<file path="config.mk">
export PLATFORM = sky130hd
export DESIGN_NAME = mpq_cell
export DESIGN_NICKNAME = d
export VERILOG_FILES = /design/src/rtl/mpq_pkg.sv /design/src/rtl/mpq_cell.sv
export SDC_FILE = /design/constraint.sdc
export NUM_CORES = 1
export LEC_CHECK = 0
export BUFFER_PORTS_ARGS = -buffer_cell sky130_fd_sc_hd__buf_2
export CAP_MARGIN = 5
export CELL_PAD_IN_SITES_DETAIL_PLACEMENT = 1
export CELL_PAD_IN_SITES_GLOBAL_PLACEMENT = 1
export CORE_AREA = 2 2 114 160
export DETAILED_ROUTE_END_ITERATION = 8
export DIE_AREA = 0 0 116 162
export GPL_TIMING_DRIVEN = 0
export PLACE_DENSITY_LB_ADDON = 0.1
export SETUP_SLACK_MARGIN = 0.05
export SLEW_MARGIN = 20
export SYNTH_ARGS = -nofsm -noshare
export SYNTH_HDL_FRONTEND = slang
export SYNTH_SLANG_ARGS = --single-unit
</file>
<file path="constraint.sdc">
create_clock -name clk -period 6.6 [get_ports clk]
set_clock_uncertainty 0.1 [all_clocks]
set_input_delay 0.33 -clock clk [delete_from_list [all_inputs] [get_ports clk]]
set_output_delay 0.33 -clock clk [all_outputs]
set_load 0.01 [all_outputs]
</file>
<file path="src/rtl/mpq_pkg.sv">
package mpq_pkg;

    localparam int CAPACITY = 128;
    localparam int DATA_W   = 32;

    typedef enum logic [1:0] {
        CMD_INSERT = 2'd0,
        CMD_REMOVE = 2'd1,
        CMD_PEEK   = 2'd2
    } cmd_t;

    typedef enum logic [1:0] {
        ST_DONE  = 2'd0,
        ST_FULL  = 2'd1,
        ST_EMPTY = 2'd2
    } status_t;

    // what the cell chain does this cycle
    typedef enum logic [1:0] {
        OP_HOLD   = 2'd0,
        OP_INSERT = 2'd1,
        OP_SHIFT  = 2'd2
    } op_t;

    // broadcast to every cell
    typedef struct packed {
        op_t                       op;
        logic signed [DATA_W-1:0] new_value;
        logic signed [DATA_W-1:0] new_prio;
    } cell_ctrl_t;

endpackage

</file>
<file path="src/rtl/mpq_cell.sv">
module mpq_cell (
    input  logic                              clk,
    input  mpq_pkg::cell_ctrl_t               ctrl,
    input  logic                              occ,
    input  logic                              left_flag,
    input  logic signed [mpq_pkg::DATA_W-1:0] left_value,
    input  logic signed [mpq_pkg::DATA_W-1:0] left_prio,
    input  logic signed [mpq_pkg::DATA_W-1:0] right_value,
    input  logic signed [mpq_pkg::DATA_W-1:0] right_prio,
    output logic signed [mpq_pkg::DATA_W-1:0] value,
    output logic signed [mpq_pkg::DATA_W-1:0] prio,
    output logic                              flag
);

    logic signed [mpq_pkg::DATA_W-1:0] value_reg;
    logic signed [mpq_pkg::DATA_W-1:0] value_next;
    logic signed [mpq_pkg::DATA_W-1:0] prio_reg;
    logic signed [mpq_pkg::DATA_W-1:0] prio_next;

    // chain is sorted: flag is low up to the insertion point, high from it on
    assign flag  = !occ || (ctrl.new_prio > prio_reg);
    assign value = value_reg;
    assign prio  = prio_reg;

    always_comb
    begin
        value_next = value_reg;
        prio_next  = prio_reg;
        unique case (ctrl.op)
            mpq_pkg::OP_INSERT:
            begin
                if (flag && !left_flag)
                begin
                    value_next = ctrl.new_value;
                    prio_next  = ctrl.new_prio;
                end
                else if (flag)
                begin
                    value_next = left_value;
                    prio_next  = left_prio;
                end
            end
            mpq_pkg::OP_SHIFT:
            begin
                value_next = right_value;
                prio_next  = right_prio;
            end
            default:
            begin
                value_next = value_reg;
                prio_next  = prio_reg;
            end
        endcase
    end

    always_ff @(posedge clk)
    begin
        value_reg <= value_next;
        prio_reg  <= prio_next;
    end

endmodule
</file>
# == Yosys cells after proc, flatten, opt, wreduce, memory -nomap -nowiden ==
# Cells that the tools add are included.
# word_totals
ff_bits,64
elab_cells,18
# classes
n_lt_le_gt_ge,1
eq_ne,3
mux,6
reduce_logical,6
# ops
op,n
$mux W32,4
$pmux W32 S2,2
$gt A32 B32 Y1,1
$ne A3 B3 Y1 const B,1
$eq A2 B1 Y1 const B,1
$eq A2 B2 Y1 const B,1
$logic_not A1 Y1,2
$reduce_and A2 Y1,1
$reduce_bool A2 Y1,1
$logic_and A1 B1 Y1,1
$logic_or A1 B1 Y1,1

# == Logic depth before layout (Yosys ltp) ==
# depth
word_depth,5
depth_mapped,11
mapped_depth_nobuf,9

# == Least setup slack after synthesis ==
# Ideal clock, no wire load.
# synth_path
path_type,reg2reg
start,register prio_reg (netlist bit prio[31])
end,"register prio_reg (netlist bit prio[0]), enable pin"
setup_time_ns,0.574
arrival_ns,6.570
t_required_ns,5.926
path_slack_ns,-0.644
stages_incl_launch_ff,9
n_path_buf,0
cell_sequence,edfxtp_1 -> inv_1 -> ha_1 -> nand4_1 -> or4_1 -> or3_1 -> a31oi_1 -> nor3b_1 -> o21ai_0
# synth_between
elab_chain_cells,5
# synth_rtl
item,line,text
"start, declared",mpq_cell.sv:17,logic signed [mpq_pkg::DATA_W-1:0] prio_reg;
"start signal, assigned",mpq_cell.sv:59,prio_reg <= prio_next;
$gt A32 B32 Y1 *,mpq_cell.sv:21,assign flag = !occ || (ctrl.new_prio > prio_reg);
$logic_or A1 B1 Y1 *,mpq_cell.sv:21,
$logic_and A1 B1 Y1,mpq_cell.sv:32,if (flag && !left_flag)
$ne A3 B3 Y1 (no source line) *,-,
$reduce_and A2 Y1 (no source line) *,-,
# Every way passes the cells marked *; elsewhere a longest branch is shown, timed or not.
# A chain may end at the register's enable or synchronous reset.

# == Final worst setup path ==
# layout_path
start,register prio_reg (netlist bit prio[31])
end,output flag
# layout_between
elab_chain_cells,2
# layout_rtl
item,line,text
$gt A32 B32 Y1,mpq_cell.sv:21,
$logic_or A1 B1 Y1,mpq_cell.sv:21,
"end, declared",mpq_cell.sv:12,output logic flag
# Every way passes these cells.

==> results.md <==
Detailed routing:
- Wire segments on met3 add up to 1170 microns in the final route.
- The number of violations reported at the end of detailed-routing iteration 0 is between 200 and 250.
- Detailed routing placed a total of between 10000 and 15000 microns of wire on met2.
- After detailed routing, no signal wire sits above met5.
- The count of unresolved DRC violations after routing is 0.
- The routed design has 19800 microns of wire.
- The average wire per standard cell is 18.2 microns.
- The routed length on met1 is 7420 microns.
- Dividing the detail-routed via count by the number of cells gives 5.04.
- The count of nets left with antenna violations once routing finished came out at 0.
- The routed layout has 5474 vias.
- The first detailed-routing pass took 4 iterations.

Pwr:
- The maximum resistive drop on vdd is 0.0974 mV.
- Summed over all cells, the static leakage comes to roughly 3.3 nW.
- The total chip power is roughly 1.5 mW.
- In this run the power density over the cells is 214 nW/um^2.

Placement:
- The post-placement cell area is around 6600 sq um.
- At the end of routability-driven placement, the weighted congestion stood at 0.814.
- Input and output buffers added on the ports amount to roughly 260.
- After legalization and detailed placement, the total HPWL measured 15700 microns.

Global routing:
- The number of global-route vias before repair is around 6000.
- The global-route congestion overflow total is 0.
- The overall fraction of global-route tracks in use is between 20% and 30%.
- The initial antenna violation count is 5.
- The first-pass GRT wire length is between 20000 and 30000 microns.
- Entering global routing, the biggest net connects 23 pins.

Clock network:
- The count of H-tree levels built during CTS is 3.
- After clock tree synthesis, the clock-pin slew on the worst setup and hold paths is about 0.06 ns.
- The number of sinks handled by clock tree synthesis is 64.
- In this run, post-CTS hold repair placed 0 buffers.
- The clock root buffer is clkbuf_16.
- In this run the deepest clock path goes through 2 buffers.
- The number of gates resized after cts is 0.
- Buffers added to address setup during post-CTS repair amount to 0.
- The CTS buffer count is 9.
- The TritonCTS clock tree is built.
- At the later pin of the worst-skew pair, clock insertion delay measures approximately 0.33 ns.

Setup path:
- The worst setup path is of the reg -> out kind.
- The cell with the most instances on the worst path is inv_1.
- For this run, the slowest stage of the critical path takes roughly 0.64 ns.
- The largest individual stage delay along the critical path comes from the cell or4_1.
- For the worst setup path, the data arrival time is between 3 and 4 ns.
- The critical path required time is between 6 and 7 ns.
- The largest fanout of any net on the critical path is 6.
- The category of the worst setup path launch point is a flip-flop.
- Walking the worst path, the cells encountered are inv_1 -> ha_1 -> nand4_1 -> or4_1 -> or3_1 -> and4b_1 -> nor3b_1 -> inv_1 -> buf_2.
- The nature of the critical path endpoint is an output pin.

Timing:
- The top achievable clock speed is around 0.27 GHz.
- The actual slew at the worst max-slew pin is just under 0.7 ns.
- The share of the clock period used by the worst path after layout is between 50 and 60%.
- The number of endpoints with negative hold slack in the final report is 0.
- In this run the tightest slew margin relative to its limit is 55.1%.
- Setup violations remaining at the end of the flow were counted as 0.
- The sum of negative setup slack is 0 ns.
- The number of slew-limit violations in the final report came to 0.
- Setup repair after global routing left no endpoint under its margin.
- The clock period could shrink to 3.74 ns.

Logic synthesis:
- Counting flops with a built-in enable in the synthesized netlist gives 64.
- Sequential cells were found to cover 38.9% of the synthesized design area.
- The proportion of register bits with asynchronous set or reset after synthesis is 0%.
- The register bit count reported by yosys is 64.
- During synthesis, Yosys emitted a total of 0 warnings.
- The synthesized area per cell is about 8.7 sq um.
- The number of standard cells after synthesis is between 500 and 600.
- Among all flip-flop cells after synthesis, the most frequent one is edfxtp_1.
- Synthesis instantiated 33 different standard cells from the library.
- The cell area after synthesis is a little under 5000 sq um.
- The number of nets in the synthesized netlist is ~800.

Layout:
- After routing the design area is a little under 7000 sq um.
- The post-synthesis to final-layout area growth is 40.1%.
- At the end of the flow, the number of nets in the layout was ~1100.
- The share of final-layout standard cells stronger than drive strength 1 is between 30% and 40%.

Hold path:
- The worst hold path belongs to the class in -> reg.

Floorplanning:
- The floorplan step set the die width to ~120 microns.
- The die covers 18800 sq um.
- The die height is around 160 microns.
- The number of top-level design ports is between 200 and 300.
- The number of placement rows is 57.
- The floorplan step defined a core boundary enclosing 17300 sq um.
- The initial utilization of the core area, before any placement, comes to 28.7%.

Job:
- The tool flagged a number of max-cap violations equal to 0.

Run status:
- The run finished with clean final reports.
[Yosys cell counts, drive strengths merged (5+ instances only)]
master	instances	share of area [%]
ha	32	8.1
o21ai	5	0.51
nand4	72	9.1
clkbuf	27	2.0
nor2	65	4.9
buf	29	3.8
a31oi	65	8.2
a21oi	16	1.7
a31o	64	11
inv	98	7.4
edfxtp	64	39
nand2	9	0.68
[placed cells by master, fill, tap and decap left out, drive strengths merged]
master | netlist | routed
a31oi | 65 | 65
a21oi | 16 | 16
nand2b | 3 | 3
and3b | 1 | 1
nor3b | 1 | 1
nand2 | 9 | 9
nor2 | 65 | 65
a2111o | 1 | 1
bufinv | 0 | 1
o21ai | 5 | 5
nor2b | 1 | 1
nand4 | 72 | 72
or3 | 2 | 2
o211a | 1 | 1
nor3 | 1 | 1
buf | 29 | 293
a221oi | 1 | 1
inv | 98 | 98
o211ai | 2 | 2
a21o | 1 | 1
diode | 0 | 3
clkbuf | 27 | 38
ha | 32 | 32
nand3 | 3 | 3
edfxtp | 64 | 64
clkinv | 0 | 4
a21bo | 1 | 1
or4 | 1 | 1
a31o | 64 | 64
and4b | 1 | 1
nor4 | 1 | 1
[metal layers]
| layer | up-vias | GRT usage (%) |
|---|---|---|
| met5 | - | 0 |
| met4 | 4 | 6.17 |
| met3 | 29 | 5.34 |
| met2 | 176 | 38.8 |
| met1 | 2595 | 21.7 |
| li1 | 2670 | - |
[cell families (layout without fill, tap and decap cells)]
| family | count (synthesis) | count (layout) | share of synthesized area (%) |
|---|---|---|---|
| adders and majority gates | 32 | 32 | 8.10 |
| and+or+nand+nor | 161 | 161 | 16.7 |
| other | 0 | 3 | 0 |
| AOI/OAI and AO/OA | 157 | 157 | 23.0 |
| buffers and inverters | 154 | 434 | 13.3 |
| DFF | 64 | 64 | 38.9 |
[cell type report]
type / instances / area (sq um)
Inverter: 98 / 368
Sequential cell: 64 / 1920
Buffer: 56 / 292
Timing Repair Buffer: 264 / 1390
Multi-Input combinational cell: 350 / 2380
Tap cell: 236 / 295
Antenna cell: 3 / 7.51
Fill cell: 2172 / 10300
Clock inverter: 5 / 47.5
Clock buffer: 11 / 233
[worst paths after layout]
kind	start	endpoint	slack (ns)	cells past startpoint
min	right_prio[10]	prio[10]$_DFFE_PP_	0.25	3
min reg2reg	prio[31]$_DFFE_PP_	prio[15]$_DFFE_PP_	1.44	6
max	prio[31]$_DFFE_PP_	flag	2.86	9
max reg2reg	prio[31]$_DFFE_PP_	value[7]$_DFFE_PP_	2.89	10
[through the flow]
stage                     std cells  worst slack, ns  hold slack, ns  utilization, %
final                          1087             2.86           0.252            40.1
after global routing           1087             2.62           0.257            40.1
after CTS                      1084             2.85           0.242            40.1
after detailed placement       1068             2.82           0.587            38.5
after global placement         1065            -1.08           0.575            37.9
after floorplan                 568             1.08           0.484               -
[worst max-delay path: cells and delay by family (launching register included)]
kind	cells	cell delay, ns
fa+ha+maj	1	0.38
buf+inv	3	0.31
flops	1	0.34
simple gates	5	1.95
[report_power, final]
| group | switching (mW) | leakage (nW) | internal (mW) |
|---|---|---|---|
| Combinational | 0.267 | 2.59 | 0.205 |
| Sequential | 0.0183 | 0.614 | 0.517 |
| Clock | 0.186 | 0.138 | 0.289 |
(Power assumes the default switching activity.)
